### src/design/ehptr_pkg.sv
package ehptr_pkg;

  localparam int unsigned QueueDepth = 2;

  localparam logic [7:0] ENC_OMIT = 8'hFF;

  localparam logic [3:0] FMT_ABSPTR = 4'h0;
  localparam logic [3:0] FMT_ULEB   = 4'h1;
  localparam logic [3:0] FMT_UDATA2 = 4'h2;
  localparam logic [3:0] FMT_UDATA4 = 4'h3;
  localparam logic [3:0] FMT_UDATA8 = 4'h4;
  localparam logic [3:0] FMT_SLEB   = 4'h9;
  localparam logic [3:0] FMT_SDATA2 = 4'hA;
  localparam logic [3:0] FMT_SDATA4 = 4'hB;
  localparam logic [3:0] FMT_SDATA8 = 4'hC;

  localparam logic [2:0] APP_ABS   = 3'd0;
  localparam logic [2:0] APP_PCREL = 3'd1;

  localparam logic [6:0] LEB_SHIFT_MAX = 7'd70;
  localparam logic [3:0] COUNT_MAX     = 4'hF;

  typedef enum logic [1:0] {
    ST_OK      = 2'd0,
    ST_BAD_FMT = 2'd1,
    ST_BAD_APP = 2'd2,
    ST_OMIT    = 2'd3
  } status_e;

  typedef struct packed {
    logic [7:0]  data_byte;
    logic [63:0] byte_addr;
  } in_item_t;

  typedef struct packed {
    logic [63:0] value;
    logic [3:0]  bytes_used;
    logic [1:0]  status;
    logic        needs_indirect;
  } out_item_t;

  // Classified byte handed from front to back
  typedef struct packed {
    status_e     op;
    logic [3:0]  fmt;
    logic        pcrel;
    logic        indirect;
    logic [7:0]  data_byte;
    logic [63:0] byte_addr;
  } q_entry_t;

  typedef struct packed {
    logic full;
    logic empty;
  } q_stat_t;

  function automatic logic fmt_valid(logic [3:0] fmt);
    logic ok;
    unique case (fmt) inside
      FMT_ABSPTR, FMT_ULEB, FMT_UDATA2, FMT_UDATA4, FMT_UDATA8,
      FMT_SLEB, FMT_SDATA2, FMT_SDATA4, FMT_SDATA8: ok = 1'b1;
      default: ok = 1'b0;
    endcase
    return ok;
  endfunction

  // Byte length of a fixed-size format; zero for LEB128
  function automatic logic [3:0] fixed_len(logic [3:0] fmt);
    logic [3:0] len;
    unique case (fmt) inside
      FMT_ABSPTR, FMT_UDATA8, FMT_SDATA8: len = 4'd8;
      FMT_UDATA2, FMT_SDATA2:             len = 4'd2;
      FMT_UDATA4, FMT_SDATA4:             len = 4'd4;
      default:                            len = 4'd0;
    endcase
    return len;
  endfunction

endpackage

### src/design/eh_encoded_pointer_decoder_core.sv
// Channel  Direction  Handshake          Payload
// in       input      in_valid/in_stall   in_item_i  (data_byte, byte_addr)
// out      output     out_valid/out_stall out_item_o (value, bytes_used, status, ...)
// cfg      input      cfg_valid/cfg_ready cfg_data_i (ptr_encoding)
//
// One byte enters per cycle while the queue is not full. A result is registered in
// the output register once the byte ending its value has passed through the
// queue to the decoder, which retires one queued byte per cycle unless stalled.
// Reset sets the encoding to omit and empties the queue and the output register.
// The input stalls only when the queue is full; the decoder stalls only when a
// result sits in the output register and the consumer holds out_stall_i.
module eh_encoded_pointer_decoder_core import ehptr_pkg::*; #(
  parameter int unsigned QDepth = QueueDepth
) (
  input  logic       clk_i,
  input  logic       rst_ni,
  input  logic       in_valid_i,
  output logic       in_stall_o,
  input  in_item_t   in_item_i,
  output logic       out_valid_o,
  input  logic       out_stall_i,
  output out_item_t  out_item_o,
  input  logic       cfg_valid_i,
  output logic       cfg_ready_o,
  input  logic [7:0] cfg_data_i
);

  q_stat_t  q_stat;
  q_entry_t push_entry, head_entry;
  logic     push, pop, cfg_clr;

  ehptr_front u_front (
    .clk_i       (clk_i),
    .rst_ni      (rst_ni),
    .in_valid_i  (in_valid_i),
    .in_stall_o  (in_stall_o),
    .in_item_i   (in_item_i),
    .cfg_valid_i (cfg_valid_i),
    .cfg_ready_o (cfg_ready_o),
    .cfg_data_i  (cfg_data_i),
    .cfg_clr_o   (cfg_clr),
    .q_stat_i    (q_stat),
    .push_o      (push),
    .entry_o     (push_entry)
  );

  ehptr_fifo #(
    .Depth (QDepth)
  ) u_fifo (
    .clk_i   (clk_i),
    .rst_ni  (rst_ni),
    .push_i  (push),
    .entry_i (push_entry),
    .pop_i   (pop),
    .stat_o  (q_stat),
    .entry_o (head_entry)
  );

  ehptr_back u_back (
    .clk_i       (clk_i),
    .rst_ni      (rst_ni),
    .cfg_clr_i   (cfg_clr),
    .q_stat_i    (q_stat),
    .entry_i     (head_entry),
    .pop_o       (pop),
    .out_valid_o (out_valid_o),
    .out_stall_i (out_stall_i),
    .out_item_o  (out_item_o)
  );

  assert property (@(posedge clk_i) disable iff (!rst_ni)
    !(q_stat.full && q_stat.empty))
    else $error("queue reports full and empty");

  assert property (@(posedge clk_i) disable iff (!rst_ni)
    (out_valid_o && out_item_o.status == ST_OK) |-> (out_item_o.bytes_used != 4'd0))
    else $error("ok result with no bytes used");

  assert property (@(posedge clk_i) disable iff (!rst_ni)
    (out_valid_o && out_item_o.status != ST_OK) |->
      (out_item_o.value == 64'd0 && out_item_o.bytes_used == 4'd0 &&
       !out_item_o.needs_indirect))
    else $error("error result carries data");

  assert property (@(posedge clk_i) disable iff (!rst_ni)
    (in_valid_i && !in_stall_o) |=> !q_stat.empty)
    else $error("accepted item missing from queue");

endmodule

### src/design/ehptr_front.sv
module ehptr_front import ehptr_pkg::*; (
  input  logic      clk_i,
  input  logic      rst_ni,
  input  logic      in_valid_i,
  output logic      in_stall_o,
  input  in_item_t  in_item_i,
  input  logic      cfg_valid_i,
  output logic      cfg_ready_o,
  input  logic [7:0] cfg_data_i,
  output logic      cfg_clr_o,
  input  q_stat_t   q_stat_i,
  output logic      push_o,
  output q_entry_t  entry_o
);

  logic [7:0] enc_q;
  logic [3:0] fmt;
  logic [2:0] app;
  status_e    op;

  assign cfg_ready_o = 1'b1;
  assign cfg_clr_o   = cfg_valid_i & cfg_ready_o;

  always_ff @(posedge clk_i or negedge rst_ni) begin
    if (!rst_ni) begin
      enc_q <= ENC_OMIT;
    end else if (cfg_clr_o) begin
      enc_q <= cfg_data_i;
    end
  end

  assign fmt = enc_q[3:0];
  assign app = enc_q[6:4];

  // Format is checked before application
  always_comb begin
    if (enc_q == ENC_OMIT) begin
      op = ST_OMIT;
    end else if (!fmt_valid(fmt)) begin
      op = ST_BAD_FMT;
    end else if (app != APP_ABS && app != APP_PCREL) begin
      op = ST_BAD_APP;
    end else begin
      op = ST_OK;
    end
  end

  assign in_stall_o = q_stat_i.full;
  assign push_o     = in_valid_i & ~q_stat_i.full;

  always_comb begin
    entry_o.op        = op;
    entry_o.fmt       = fmt;
    entry_o.pcrel     = (app == APP_PCREL);
    entry_o.indirect  = enc_q[7];
    entry_o.data_byte = in_item_i.data_byte;
    entry_o.byte_addr = in_item_i.byte_addr;
  end

endmodule

### src/design/ehptr_fifo.sv
module ehptr_fifo import ehptr_pkg::*; #(
  parameter int unsigned Depth = QueueDepth
) (
  input  logic     clk_i,
  input  logic     rst_ni,
  input  logic     push_i,
  input  q_entry_t entry_i,
  input  logic     pop_i,
  output q_stat_t  stat_o,
  output q_entry_t entry_o
);

  localparam int unsigned PtrW = (Depth > 1) ? $clog2(Depth) : 1;
  localparam int unsigned CntW = $clog2(Depth + 1);
  localparam logic [PtrW-1:0] PtrLast = PtrW'(Depth - 1);
  localparam logic [CntW-1:0] CntFull = CntW'(Depth);

  q_entry_t          mem_q [Depth];
  logic [PtrW-1:0]   wr_ptr_q, wr_ptr_d;
  logic [PtrW-1:0]   rd_ptr_q, rd_ptr_d;
  logic [CntW-1:0]   cnt_q, cnt_d;
  logic              do_push, do_pop;

  assign stat_o.full  = (cnt_q == CntFull);
  assign stat_o.empty = (cnt_q == '0);
  assign do_push = push_i & ~stat_o.full;
  assign do_pop  = pop_i & ~stat_o.empty;
  assign entry_o = mem_q[rd_ptr_q];

  always_comb begin
    wr_ptr_d = wr_ptr_q;
    rd_ptr_d = rd_ptr_q;
    cnt_d    = cnt_q;
    if (do_push) begin
      wr_ptr_d = (wr_ptr_q == PtrLast) ? '0 : wr_ptr_q + 1'b1;
    end
    if (do_pop) begin
      rd_ptr_d = (rd_ptr_q == PtrLast) ? '0 : rd_ptr_q + 1'b1;
    end
    if (do_push && !do_pop) begin
      cnt_d = cnt_q + 1'b1;
    end else if (do_pop && !do_push) begin
      cnt_d = cnt_q - 1'b1;
    end
  end

  always_ff @(posedge clk_i or negedge rst_ni) begin
    if (!rst_ni) begin
      wr_ptr_q <= '0;
      rd_ptr_q <= '0;
      cnt_q    <= '0;
    end else begin
      wr_ptr_q <= wr_ptr_d;
      rd_ptr_q <= rd_ptr_d;
      cnt_q    <= cnt_d;
    end
  end

  always_ff @(posedge clk_i) begin
    if (do_push) begin
      mem_q[wr_ptr_q] <= entry_i;
    end
  end

endmodule

### src/design/ehptr_back.sv
module ehptr_back import ehptr_pkg::*; (
  input  logic      clk_i,
  input  logic      rst_ni,
  input  logic      cfg_clr_i,
  input  q_stat_t   q_stat_i,
  input  q_entry_t  entry_i,
  output logic      pop_o,
  output logic      out_valid_o,
  input  logic      out_stall_i,
  output out_item_t out_item_o
);

  logic [63:0] acc_q, acc_d;
  logic [6:0]  shift_q, shift_d;
  logic [3:0]  cnt_q, cnt_d;
  logic [63:0] start_q, start_d;
  logic        in_field_q;
  logic        out_valid_q;
  out_item_t   out_q, res;

  logic [63:0] base_acc, base_start, fix_bits, leb_bits, sum;
  logic [6:0]  base_shift, shift_sum;
  logic [3:0]  base_cnt, len;
  logic        is_leb, done, emit;

  assign pop_o = ~q_stat_i.empty & (~out_valid_q | ~out_stall_i);

  always_comb begin
    base_acc   = in_field_q ? acc_q   : '0;
    base_shift = in_field_q ? shift_q : '0;
    base_cnt   = in_field_q ? cnt_q   : '0;
    base_start = in_field_q ? start_q : entry_i.byte_addr;
    cnt_d      = (base_cnt == COUNT_MAX) ? COUNT_MAX : base_cnt + 4'd1;
    is_leb     = (entry_i.fmt == FMT_ULEB) || (entry_i.fmt == FMT_SLEB);
    len        = fixed_len(entry_i.fmt);
    fix_bits   = {56'd0, entry_i.data_byte} << base_shift[5:0];
    leb_bits   = {57'd0, entry_i.data_byte[6:0]} << base_shift[5:0];
    start_d    = base_start;
    acc_d      = base_acc;
    shift_sum  = '0;
    if (is_leb) begin
      // drop payload bits at or beyond bit 64
      if (!base_shift[6]) begin
        acc_d = base_acc | leb_bits;
      end
      shift_sum = base_shift + 7'd7;
      shift_d   = (shift_sum > LEB_SHIFT_MAX) ? LEB_SHIFT_MAX : shift_sum;
      done      = ~entry_i.data_byte[7];
      if (done && entry_i.fmt == FMT_SLEB && entry_i.data_byte[6] && !shift_d[6]) begin
        acc_d = acc_d | (~64'd0 << shift_d[5:0]);
      end
    end else begin
      if (!base_shift[6]) begin
        acc_d = base_acc | fix_bits;
      end
      shift_d = base_shift + 7'd8;
      done    = (cnt_d >= len);
      if (done && entry_i.fmt == FMT_SDATA2 && acc_d[15]) begin
        acc_d[63:16] = '1;
      end else if (done && entry_i.fmt == FMT_SDATA4 && acc_d[31]) begin
        acc_d[63:32] = '1;
      end
    end
    sum  = acc_d + (entry_i.pcrel ? base_start : 64'd0);
    emit = (entry_i.op != ST_OK) || done;
    if (entry_i.op != ST_OK) begin
      res.value          = '0;
      res.bytes_used     = '0;
      res.status         = entry_i.op;
      res.needs_indirect = 1'b0;
    end else begin
      res.value          = sum;
      res.bytes_used     = cnt_d;
      res.status         = ST_OK;
      res.needs_indirect = entry_i.indirect;
    end
  end

  always_ff @(posedge clk_i or negedge rst_ni) begin
    if (!rst_ni) begin
      in_field_q  <= 1'b0;
      out_valid_q <= 1'b0;
    end else begin
      if (cfg_clr_i) begin
        in_field_q <= 1'b0;
      end else if (pop_o) begin
        in_field_q <= ~emit;
      end
      if (pop_o && emit) begin
        out_valid_q <= 1'b1;
      end else if (!out_stall_i) begin
        out_valid_q <= 1'b0;
      end
    end
  end

  always_ff @(posedge clk_i) begin
    if (pop_o) begin
      acc_q   <= acc_d;
      shift_q <= shift_d;
      cnt_q   <= cnt_d;
      start_q <= start_d;
    end
    if (pop_o && emit) begin
      out_q <= res;
    end
  end

  assign out_valid_o = out_valid_q;
  assign out_item_o  = out_q;

endmodule
### config.mk
export PLATFORM = sky130hd
export DESIGN_NAME = eh_encoded_pointer_decoder_core
export DESIGN_NICKNAME = d
export VERILOG_FILES = /design/src/design/ehptr_pkg.sv /design/src/design/eh_encoded_pointer_decoder_core.sv /design/src/design/ehptr_front.sv /design/src/design/ehptr_fifo.sv /design/src/design/ehptr_back.sv
export SDC_FILE = /design/constraint.sdc
export NUM_CORES = 1
export LEC_CHECK = 0
export BUFFER_PORTS_ARGS = -buffer_cell sky130_fd_sc_hd__clkbuf_2
export CAP_MARGIN = 10
export CORE_MARGIN = 4
export CORE_UTILIZATION = 41
export CTS_BUF_LIST = sky130_fd_sc_hd__clkbuf_2
export CTS_CLUSTER_DIAMETER = 40
export CTS_CLUSTER_SIZE = 16
export DETAILED_ROUTE_END_ITERATION = 8
export PLACE_DENSITY_LB_ADDON = 0.12
export SKIP_CTS_REPAIR_TIMING = 1
export SYNTH_ARGS = -nofsm -noshare
export SYNTH_HDL_FRONTEND = slang
export SYNTH_HIERARCHICAL = 1
export SYNTH_SLANG_ARGS = --single-unit
export TNS_END_PERCENT = 100
### constraint.sdc
create_clock -name clk_i -period 23.1 [get_ports clk_i]
set_input_delay 4.62 -clock clk_i [delete_from_list [all_inputs] [get_ports clk_i]]
set_output_delay 4.62 -clock clk_i [all_outputs]
set_load 0.1 [all_outputs]
### After elaboration in Yosys (flattened, before gate mapping)

Memories as Yosys holds them, arrays and structs flattened.
Index checks and enable logic that the tools add are counted.

| operators by class | value |
|---|---|
| order comparisons | 2 |
| equality and inequality tests | 22 |
| muxes and demuxes | 34 |
| shift operators | 3 |
| reduce and logical (&&, ||, !) cells | 27 |
| add/sub/neg operators | 8 |
| bitwise operators | 14 |

Operator list:

| operator | number |
|---|---|
| $mux W64 | 9 |
| $or A64 B64 Y64 | 3 |
| $add A64 B64 Y64 | 1 |
| $mux W32 | 2 |
| $shl A64 B6 Y64 const A | 1 |
| $shl A7 B6 Y64 | 1 |
| $shl A8 B6 Y64 | 1 |
| $eq A4 B4 Y1 const B | 9 |
| $mux W7 | 3 |
| $eq A4 B2 Y1 const B | 4 |
| $mux W16 | 1 |
| $pmux W4 S3 | 1 |
| $logic_and A1 B1 Y1 | 11 |
| $mux W1 | 11 |
| $mux W2 | 5 |
| $reduce_or A9 Y1 | 1 |
| $eq A4 B1 Y1 const B | 2 |
| $eq A4 B3 Y1 const B | 2 |
| $eq A8 B8 Y1 const B | 1 |
| $logic_not A4 Y1 | 2 |
| $mux W4 | 2 |
| $add A7 B3 Y7 const B | 1 |
| $add A7 B4 Y7 const B | 1 |
| $gt A7 B7 Y1 const B | 1 |
| 19 further kinds | 34 |

| word-level totals | value |
|---|---|
| register bits after elaboration | 224 |
| bits in writable memories | 160 |
| word-level logic and storage cells | 125 |
| memories | 1 |
| input port bits | 85 |
| output and inout bits | 74 |

Memory list:

| name | depth | bits a word | rd ports | clocked after Yosys merged registers in | write ports | line | source |
|---|---|---|---|---|---|---|---|
| u_fifo.mem_q | 2 | 80 | 1 | 0 | 1 | ehptr_fifo.sv:18 | `q_entry_t mem_q [Depth];` |

### Logic depth before layout (Yosys ltp)

Gate-level depths: netlist (run 1).
An unclocked memory read counts as a cell.

| logic depth | value |
|---|---|
| word-level depth | 11 |
| mapped depth | 32 |
| mapped depth without buffers | 25 |

### By module

Netlist (run 1), hierarchy kept.

By module, submodules not included:

| module | times used | cells each | seq. area each (sq um) | area an instance (sq um) |
|---|---|---|---|---|
| ehptr_back | 1 | 1580 | 6356.1 | 15065.7 |
| ehptr_fifo | 1 | 268 | 4904.7 | 6369.9 |
| ehptr_front | 1 | 107 | 210.2 | 972.2 |

### Least setup slack after synthesis (run 1)

Ideal clock, no wire load.

| path | value |
|---|---|
| kind | input-to-reg |
| start point | input port out_stall_i |
| end point | register u_back.out_q (netlist bit u_back/out_item_o[0]) (enable) |
| path buffers | 0 |
| arrival | 17019 ps |
| path slack | 5467 ps |
| cell stages on the path | 2 |
| data required time | 22486 ps |
| setup time | 614 ps |
| cell sequence | a21oi_1 > a21boi_0 |

| between the ends | value |
|---|---|
| cells in the longest elaborated chain, start to end | 4 |

Ends and longest elaborated chain:

| what | line | source |
|---|---|---|
| start: declaration | eh_encoded_pointer_decoder_core.sv:21 | `input logic out_stall_i,` |
| $not A1 Y1 | ehptr_back.sv:26 | `assign pop_o = ~q_stat_i.empty & (~out_valid_q \| ~out_stall_i);` |
| $or A1 B1 Y1 | ehptr_back.sv:26 |  |
| $and A1 B1 Y1 | ehptr_back.sv:26 |  |
| $logic_and A1 B1 Y1 | ehptr_back.sv:104 | `if (pop_o && emit) begin` |
| end signal: assignment | ehptr_back.sv:105 | `out_q <= res;` |
| end: declaration | ehptr_back.sv:19 | `out_item_t out_q, res;` |

No other way between the ends.
A chain may end at the register's enable or synchronous reset.

### Worst setup path after layout (run 1)

| path | value |
|---|---|
| start point | register u_back.in_field_q |
| end point | register u_back.out_q (netlist bit u_back/out_item_o[70]), data pin |

| between the ends | value |
|---|---|
| cells in the longest elaborated chain, start to end | 10 |
| elaborated cells on any way between the ends | 34 |
| those cells by class | add/sub (3); order compare (2); eq/ne (1); shift (3); mux (16); bitwise (3); reduce/logical (6) |

Ends and longest elaborated chain:

| what | line | source |
|---|---|---|
| start: declaration | ehptr_back.sv:17 | `logic in_field_q;` |
| start signal: assignment | ehptr_back.sv:87 | `in_field_q <= ~emit;` |
| $mux W4 (*) | ehptr_back.sv:31 | `base_cnt = in_field_q ? cnt_q : '0;` |
| $add A4 B1 Y4 / $eq A4 B4 Y1 (equally long branches) | ehptr_back.sv:33 | `cnt_d = (base_cnt == COUNT_MAX) ? COUNT_MAX : base_cnt + 4'd1;` |
| $mux W4 (*) | ehptr_back.sv:33 |  |
| via u_back.cnt_d[3] | ehptr_back.sv:15 | `logic [3:0] cnt_q, cnt_d;` |
| $ge A4 B4 Y1 (*) | ehptr_back.sv:57 | `done = (cnt_d >= len);` |
| $logic_and A1 B1 Y1 (2 in a row) | ehptr_back.sv:60 | `end else if (done && entry_i.fmt == FMT_SDATA4 && acc_d[31]) begin` |
| $mux W32 | ehptr_back.sv:60 |  |
| $mux W32 (*) | ehptr_back.sv:58 | `if (done && entry_i.fmt == FMT_SDATA2 && acc_d[15]) begin` |
| $mux W64 (*) | ehptr_back.sv:41 | `if (is_leb) begin` |
| via u_back.acc_d[40] | ehptr_back.sv:13 | `logic [63:0] acc_q, acc_d;` |
| $add A64 B64 Y64 (*) | ehptr_back.sv:64 | `sum = acc_d + (entry_i.pcrel ? base_start : 64'd0);` |

Mark *: on every way through the listed nets, which the timed path passes. The rest lies on a longest branch. The select of a mux whose other input is x is not followed.

==> impl_metrics.ini, run 1 <==
[worst_setup_path]
r2r_setup_slack_ns = 15.55
worstPathArrival_ns = 8.43
startpoint_type = flip-flop
worst_setup_path_end_kind = flip-flop
critPathKind = reg2reg
crit_path_top_delay_cell = dfrtp_4
cp_max_fo = 40
required_ns = 23.98
timing.critical_path.mode_cell = a21oi_1
slowest_delay_ns = 0.71

[timing]
finalCriticalPeriod_ns = 7.55
drv_slew = 0
tightest_slew_ns = 1.15
rsz0062_at_grt = no
min_period_over_period = 0.327
clock_skew_ns = 0.0956
max_slew_margin = 0.235
setup_violations = 0
tns_ns = 0
hold_viol = 0
max_freq_mhz = 132

[logic_synthesis]
synthSimpleGateAreaFrac = 0.121
synth_compound_area_frac = 0.145
syn_avg_cell_area_sq_um = 11.5
synth_fp_nets = 2110
synth_ff_type = edfxtp_1
synth_warnings = 6
yosysSeqAreaShare = 0.512
synth-edff-count = 370
synthXorXnorAreaFrac = 0.0250
syn-instance-count = 1955
synth_top_family_by_area = compound AO/OA/AOI/OAI gates
async_reset_ff_frac = 0.0365
yosysUniqueCellTypes = 98
netlist_area_sq_mm = 0.0224
synth.area.mux_share = 0.0999
synth-adder-area-share = 0.0394
ys_ff_latch = 384

[detailed_routing]
vias = 15900
drtIter0Drc = 1199
first_pass_iters = 5
vias_per_cell = 5.70
drt-total-wl_um = 67200
drc = 0
ant_nets = 0
wire_per_inst_um = 24.2

[clock_tree]
clkLatencyLatePin_ns = 1.05
root_buffer = clkbuf_2
path_clk_slew_ns = 0.19
cts_sinks = 384
cts_buffers = 69
cts_buffer_depth = 3
htreeDepth = 3
cts_tree = built

[run]
drv_cap = 0

[placed_design]
dp_hpwl_um = 48500
gp_congestion = 0.996
numPortBuffers = 157

[finish]
mostFrequentLayoutCell = edfxtp_1
register_area_sq_mm = 0.0115
area_growth_pct = 7.53
multi_input_area_sq_mm = 0.00968
drive_above_1_share = 0.252
fin_nets = 2182
final_cell_mix = edfxtp_1 (370), clkbuf_2 (234), nand2_1 (168), nor2_1 (150), a21oi_1 (138)
n_fill_cell = 5096

[floorplanning]
ios = 159
die_w_um = 242
rows = 85
die_y_um = 242
core_sq_mm = 0.0539
die-area_sq_mm = 0.0585
start_util = 0.416

[grt]
grt_max_degree = 74
grt_use_total = 0.225
antenna_found_initial = 1
grt_pass1_vias = 16100
grt.overflow.total = 0
grt_first_pass_wirelength_um = 102000

[hold_path]
min_path_type = reg2reg

[run_status]
status = completed
-- Yosys cell counts (all sizes together) (6+ instances only) --
library cell,n,area share
xor2,29,0.011
a211oi,11,0.0037
dfrtp,6,0.0067
clkbuf,77,0.013
nand2,168,0.028
o21a,6,0.0023
o221ai,9,0.0038
nor3,23,0.0054
mux2i,19,0.0088
o21ai,118,0.027
o211ai,8,0.0029
edfxtp,370,0.50
o31ai,12,0.0049
or2,9,0.0026
nor3b,9,0.0030
or3,12,0.0034
o22ai,17,0.0047
a31oi,18,0.0060
a221oi,19,0.0083
a211o,6,0.0024
nor2,152,0.026
buf,113,0.040
o2111ai,6,0.0023
ha,69,0.039
a221o,9,0.0040
mux2,155,0.091
o21bai,19,0.0064
and2,81,0.023
and3,11,0.0031
a21boi,8,0.0028
nand2b,11,0.0031
a21o,33,0.011
dfstp,8,0.0094
inv,31,0.0052
a21oi,143,0.033
xnor2,35,0.014
nor2b,19,0.0053
nand4,29,0.0081
nand3,27,0.0060
-- worst max-delay path, delay by kind of cell (launching register included) --
kind                       cells  cell delay, ns
muxes                          1            0.20
DFF                            1            0.71
buffers and inverters          3            0.89
and+or+nand+nor                5            1.12
adders and majority gates      3            0.94
AOI/OAI and AO/OA             15            3.50
-- through the flow --
step           instances  hold WS [ns]  instance area (sq um)   util  worst slack [ns]
5_1_grt             2781         0.516                  24100  0.447             15.14
2_1_floorplan       1955         0.461                  22400      -              5.47
6_report            2781         0.506                  24100  0.447             15.55
4_1_cts             2779         0.499                  24100  0.447             15.55
3_5_place_dp        2651         0.520                  23200  0.430             15.51
3_3_place_gp        2651         0.499                  23200  0.430             15.62
-- registers in the layout, indices dropped and copies added, names as in the netlist --
signal,cells
u_fifo/wr_ptr_q,1
u_back/in_field_q,1
u_fifo/mem_q,160
u_back/shift_q,7
u_back/out_valid_o,1
u_back/out_item_o,71
u_front/enc_q,8
u_back/acc_q,64
u_back/start_q,64
u_back/cnt_q,4
u_fifo/rd_ptr_q,1
u_fifo/cnt_q,2
-- logic make-up after synthesis --
| logic type | Yosys count |
|---|---|
| AO/OA/AOI/OAI | 479 |
| XOR/XNOR | 64 |
| adder cells (fa/ha/maj) | 70 |
| buffers and inverters | 221 |
| flip-flops | 384 |
| multiplexers | 174 |
| other | 1 |
| AND/OR/NAND/NOR | 562 |
-- worst paths after layout --
path / startpoint / to / cells past startpoint
worst max register to register: u_back/in_field_q / u_back/out_item_o[70] / 27
worst min-delay path: u_front/enc_q[3] / u_fifo/mem_q[0][77] / 0
worst min register to register: u_front/enc_q[3] / u_fifo/mem_q[0][77] / 0
worst max-delay path: u_back/in_field_q / u_back/out_item_o[70] / 27
min in group asynchronous: rst_ni / u_back/out_valid_o / 1
max in group asynchronous: rst_ni / u_front/enc_q[2] / 1
-- layer usage --
metal,GRT usage,share of wire
met5,0,0
met4,0.0736,0.026
met3,0.0422,0.054
met2,0.376,0.48
met1,0.298,0.44
-- layout make-up --
type	count	share of cell area
clock buffer	76	0.0158
antenna	1	0.000104
timing repair buffer	191	0.0431
inverter	31	0.00483
multi-input combinational	1350	0.402
clock inverter	52	0.0218
sequential	384	0.476
tap	696	0.0361
Power of run 1 is not shown: default switching activity piles up to over one toggle a cycle in this logic, so the estimate is an artifact.
==> run 2, diff against run 1 <==
Clock period 23.1 ns to 7.4 ns, I/O delays scaled along.
==> run 2 against run 1 <==
Via count is 1.0% higher. Clock skew is 0.049 ns higher. Die area stayed put. Maximum frequency is 9.0% higher. Flip-flop and latch count stayed put. Final cell count is 2.3% higher. First-iteration DRC count is 13% lower. Worst hold slack worse by 0.18 ns. Register-to-register slack worse by 15 ns. Critical endpoint is now u_back/out_item_o[38]. Largest cell class unchanged.
==> impl_metrics.ini, run 2 (synthesized netlist as in run 1, its figures left out) <==
[worst_setup_path]
cpLargestDelayFamily = compound AO/OA/AOI/OAI gates
reg2reg_depth = 23
critPathBufInv = 2
cp_num_cells = 23
slowest_delay_ns = 0.67
worstPathArrival_ns = 7.76
crit_chain = nand2_1, inv_1, ha_1, nor2b_1, o31ai_1, o31ai_1, and2_1, nor2_1, nand2_1, nor2_1, a221o_1, ha_1, o211ai_1, o211ai_2, a41oi_4, buf_4, a211oi_1, nor3_2, o21bai_1, a221oi_2, o31ai_2, a221oi_2, mux2i_1
required_ns = 8.23
crit_path_top_delay_cell = nor2_1
worst_setup_path_end_kind = flip-flop
cp_max_fo = 23
critPathKind = reg2reg
startpoint_type = flip-flop

[detailed_routing]
wire_per_inst_um = 23.9
ant_nets = 0
vias_per_cell = 5.63
drt-total-wl_um = 68100
vias = 16000
drtIter0Drc = 1044
drc = 0
first_pass_iters = 5

[timing]
rsz0062_at_grt = no
min_period_over_period = 0.936
hold_viol = 0
worst_slack_ns = 0.474
max_freq_mhz = 144
max_slew_margin = 0.178
clock_skew_ns = 0.145
setup_violations = 0
tightest_slew_ns = 1.23
drv_slew = 0
finalCriticalPeriod_ns = 6.93

[finish]
mostFrequentLayoutCell = edfxtp_1
fin_nets = 2245
drive_above_1_share = 0.275
register_area_sq_mm = 0.0115
multi_input_area_sq_mm = 0.00968
post-route-util = 0.459
n_fill_cell = 5097
final_cell_mix = edfxtp_1 (370), clkbuf_2 (232), nand2_1 (168), nor2_1 (150), a21oi_1 (138)
largest_reg_flops = 160
regMostFlops = u_fifo/mem_q
fin_area_sq_mm = 0.0248
fin_cells = 2845
area_growth_pct = 10.5

[grt]
grt_use_total = 0.229
grt_pass1_vias = 16700
grt.overflow.total = 0
grt_first_pass_wirelength_um = 103000
antenna_found_initial = 1
grt_max_degree = 141

[floorplanning]
core_sq_mm = 0.0539
start_util = 0.416
die-area_sq_mm = 0.0585
ios = 159
die_w_um = 242
die_y_um = 242
rows = 85

[placed_design]
dp_slack_ns = 0.625
dpl_cell_area_sq_mm = 0.0237
numPortBuffers = 157
gp_congestion = 0.968
dp_hpwl_um = 49500
dp_cells = 2714

[run]
drv_cap = 0

[hold_path]
min_path_type = in2async

[clock_tree]
htreeDepth = 3
clkLatencyLatePin_ns = 1.09
cts_sinks = 384
path_clk_slew_ns = 0.17
cts_tree = built
root_buffer = clkbuf_2
cts_buffer_depth = 3
cts_buffers = 70

[run_status]
status = completed
[run 2: cell count changes in the layout (fill, tap and decap cells not counted), sizes merged]
cell	previous run	this run
clkbuf	234	232
clkinvlp	7	11
buf	33	96
bufinv	5	10
inv	53	47
[run 2: worst register-to-register path, cell delays in order (launching register included)]
cell and delay (ns):
dfrtp_4 0.64, nand2_1 0.14, inv_1 0.14, ha_1 0.29
nor2b_1 0.16, o31ai_1 0.20, o31ai_1 0.12, and2_1 0.34
nor2_1 0.29, nand2_1 0.31, nor2_1 0.67, a221o_1 0.31
ha_1 0.29, o211ai_1 0.29, o211ai_2 0.17, a41oi_4 0.31
buf_4 0.19, a211oi_1 0.09, nor3_2 0.25, o21bai_1 0.17
a221oi_2 0.42, o31ai_2 0.15, a221oi_2 0.44, mux2i_1 0.34
[run 2: final cells by class]
cell class / count / area share
repair buffers: 253 / 0.0624
multi-input cells: 1350 / 0.391
well taps: 696 / 0.0352
clock buffers: 75 / 0.0152
clock inverters: 55 / 0.0275
flip-flops and latches: 384 / 0.464
inverters: 31 / 0.00470
diodes: 1 / 0.000101
[run 2: per-layer routing]
metal / vias up / wire length, um / track usage
met5: - / 0 / 0
met1: 7851 / 29600 / 0.298
li1: 7531 / - / -
met2: 492 / 32700 / 0.384
met4: 0 / 2350 / 0.0866
met3: 135 / 3530 / 0.0401
[run 2: through the flow]
stage	TNS, ns	hold WS, ns
3_3_place_gp	0	0.515
4_1_cts	0	0.148
3_5_place_dp	0	0.534
5_1_grt	0	0.221
2_1_floorplan	-175.98	0.461
6_report	0	0.321
[run 2: path summary, 6_finish.rpt]
kind,startpoint,to,slack [ns]
setup / recovery,u_back/in_field_q,u_back/out_item_o[38],0.47
hold / removal,rst_ni,u_fifo/rd_ptr_q,0.32
setup reg to reg,u_back/in_field_q,u_back/out_item_o[38],0.47
hold reg to reg,u_fifo/cnt_q[1],u_fifo/cnt_q[1],0.55
max in group asynchronous,rst_ni,u_front/enc_q[5],6.75
min in group clk_i,u_fifo/cnt_q[1],u_fifo/cnt_q[1],0.55
Power of run 2 is left out for the same reason.
==> run 3, diff against run 2 <==
Settings changed: CORE_ASPECT_RATIO set to 0.7.
Clock period 7.4 ns to 8.25 ns, I/O delays scaled along.
==> run 3 against run 2 <==
Global-route usage grew 0.95 points. Design area shrank 2.4%. Wire length grew 3.7%. Non-clock buffer count shrank 37. First-iteration DRC count grew 45%. Flip-flop and latch count is the same. Maximum frequency shrank 1.2%. Sequential share of layout area grew 1.1 points. Clock skew shrank 0.046 ns. Core utilization shrank 1.1 points. Critical path type unchanged. Largest cell class unchanged. Highest routed layer unchanged.
==> impl_metrics.ini, run 3 (synthesized netlist as in run 1, its figures left out) <==
[run_status]
status = completed

[detailed_routing]
wl_met3_um = 4290
drc = 0
vias = 15900
drtIter0Drc = 1511
vias_per_cell = 5.67
first_pass_iters = 5
drt-met1-wl_um = 34700
wire_per_inst_um = 25.1
drt-total-wl_um = 70600
dr.max_layer_used = met4
met2_wirelength_um = 30000
ant_nets = 0

[clock_tree]
root_buffer = clkbuf_2
path_clk_slew_ns = 0.28
htreeDepth = 2
cts_tree = built
cts_sinks = 384
cts_buffers = 50
clkLatencyLatePin_ns = 1.11
cts_buffer_depth = 3

[worst_setup_path]
crit_path_top_delay_cell = o311ai_0
timing.critical_path.mode_cell = mux2i_1
required_ns = 9.11
slowest_delay_ns = 1.08
cp_num_cells = 19
critPathBufInv = 1
startpoint_type = flip-flop
critPathKind = reg2reg
worst_setup_path_end_kind = flip-flop
cp_max_fo = 31
reg2reg_depth = 19
crit_chain = buf_4, and2_1, mux2i_1, mux2i_2, nor2_1, a31oi_4, mux2i_1, o311ai_0, ha_1, nand4_1, nor2_1, nand2_1, o2111a_1, or2_4, o41ai_4, a21oi_2, o21ai_4, mux2i_1, nand4_1
worstPathArrival_ns = 7.87
cpLargestDelayFamily = compound AO/OA/AOI/OAI gates

[timing]
max_freq_mhz = 143
finalCriticalPeriod_ns = 7.01
max_slew_margin = 0.173
rsz0062_at_grt = no
drv_slew = 0
setup_violations = 0
min_period_over_period = 0.850
clock_skew_ns = 0.0984
tightest_slew_ns = 1.23
hold_viol = 0

[finish]
drive_above_1_share = 0.249
post-route-util = 0.448
fin_nets = 2188
area_growth_pct = 7.79
mostFrequentLayoutCell = edfxtp_1
largest_reg_flops = 160
final_cell_mix = edfxtp_1 (370), clkbuf_2 (213), nand2_1 (168), nor2_1 (150), a21oi_1 (138)
regMostFlops = u_fifo/mem_q

[floorplanning]
rows = 71
core_sq_mm = 0.0539
die_y_um = 204
start_util = 0.416
die-area_sq_mm = 0.0585
ios = 159
die_w_um = 287

[placed_design]
numPortBuffers = 157
gp_congestion = 0.958
dp_hpwl_um = 51400

[grt]
grt.overflow.total = 0
grt_use_total = 0.238
antenna_found_initial = 2
grt_pass1_vias = 15900
grt_first_pass_wirelength_um = 104000
grt_max_degree = 80

[hold_path]
min_path_type = in2async

[run]
drv_cap = 0
## run 3: cell count changes in the layout (fill, tap and decap cells not counted), sizes merged
cell      delta
buf         -37
clkbuf      -19
clkinvlp     -8
bufinv       -7
clkinv       -4
diode        +2
inv          +2
## run 3: layer usage
metal  track usage  vias to the layer above
li1              -                     7413
met1         0.361                     7889
met2         0.353                      514
met3        0.0438                      110
met4        0.0587                        0
met5             0                        -
## run 3: worst reg2reg max path, stage by stage (launching register included)
cell      delay (ns)
dfrtp_4         0.68
buf_4           0.40
and2_1          0.46
mux2i_1         0.19
mux2i_2         0.37
nor2_1          0.14
a31oi_4         0.47
mux2i_1         0.35
o311ai_0        1.08
ha_1            0.41
nand4_1         0.16
nor2_1          0.12
nand2_1         0.08
o2111a_1        0.34
or2_4           0.29
o41ai_4         0.55
a21oi_2         0.17
o21ai_4         0.24
mux2i_1         0.20
nand4_1         0.09
## run 3: area by class of cell
class	count	area, sq um
sequential	384	11500
clock inverter	38	447
timing repair buffer	216	1230
tap	730	913
antenna	3	7.51
multi-input combinational	1350	9680
clock buffer	56	280
inverter	31	116
fill	5071	29800
## run 3: final timing paths
check                                  startpoint                    end  slack (ns)
min in group clk_i               u_front/enc_q[3]    u_fifo/mem_q[0][77]        0.55
worst min register to register   u_front/enc_q[3]    u_fifo/mem_q[0][77]        0.55
max in group asynchronous                  rst_ni       u_front/enc_q[3]        7.38
worst min-delay path                       rst_ni        u_fifo/rd_ptr_q        0.42
worst max-delay path            u_back/in_field_q  u_back/out_item_o[67]        1.24
worst max register to register  u_back/in_field_q  u_back/out_item_o[67]        1.24
## run 3: metrics by stage
stage	cells	instance area, sq um	hold slack, ns	worst slack [ns]	TNS (ns)
floorplan	1955	22400	0.461	-1.74	-126.34
global placement	2711	23400	0.495	1.33	0
detailed placement	2711	23400	0.532	1.30	0
CTS	2805	24100	0.270	1.22	0
global route	2807	24200	0.285	0.768	0
finish	2808	24200	0.419	1.24	0
Power of run 3 is left out for the same reason.
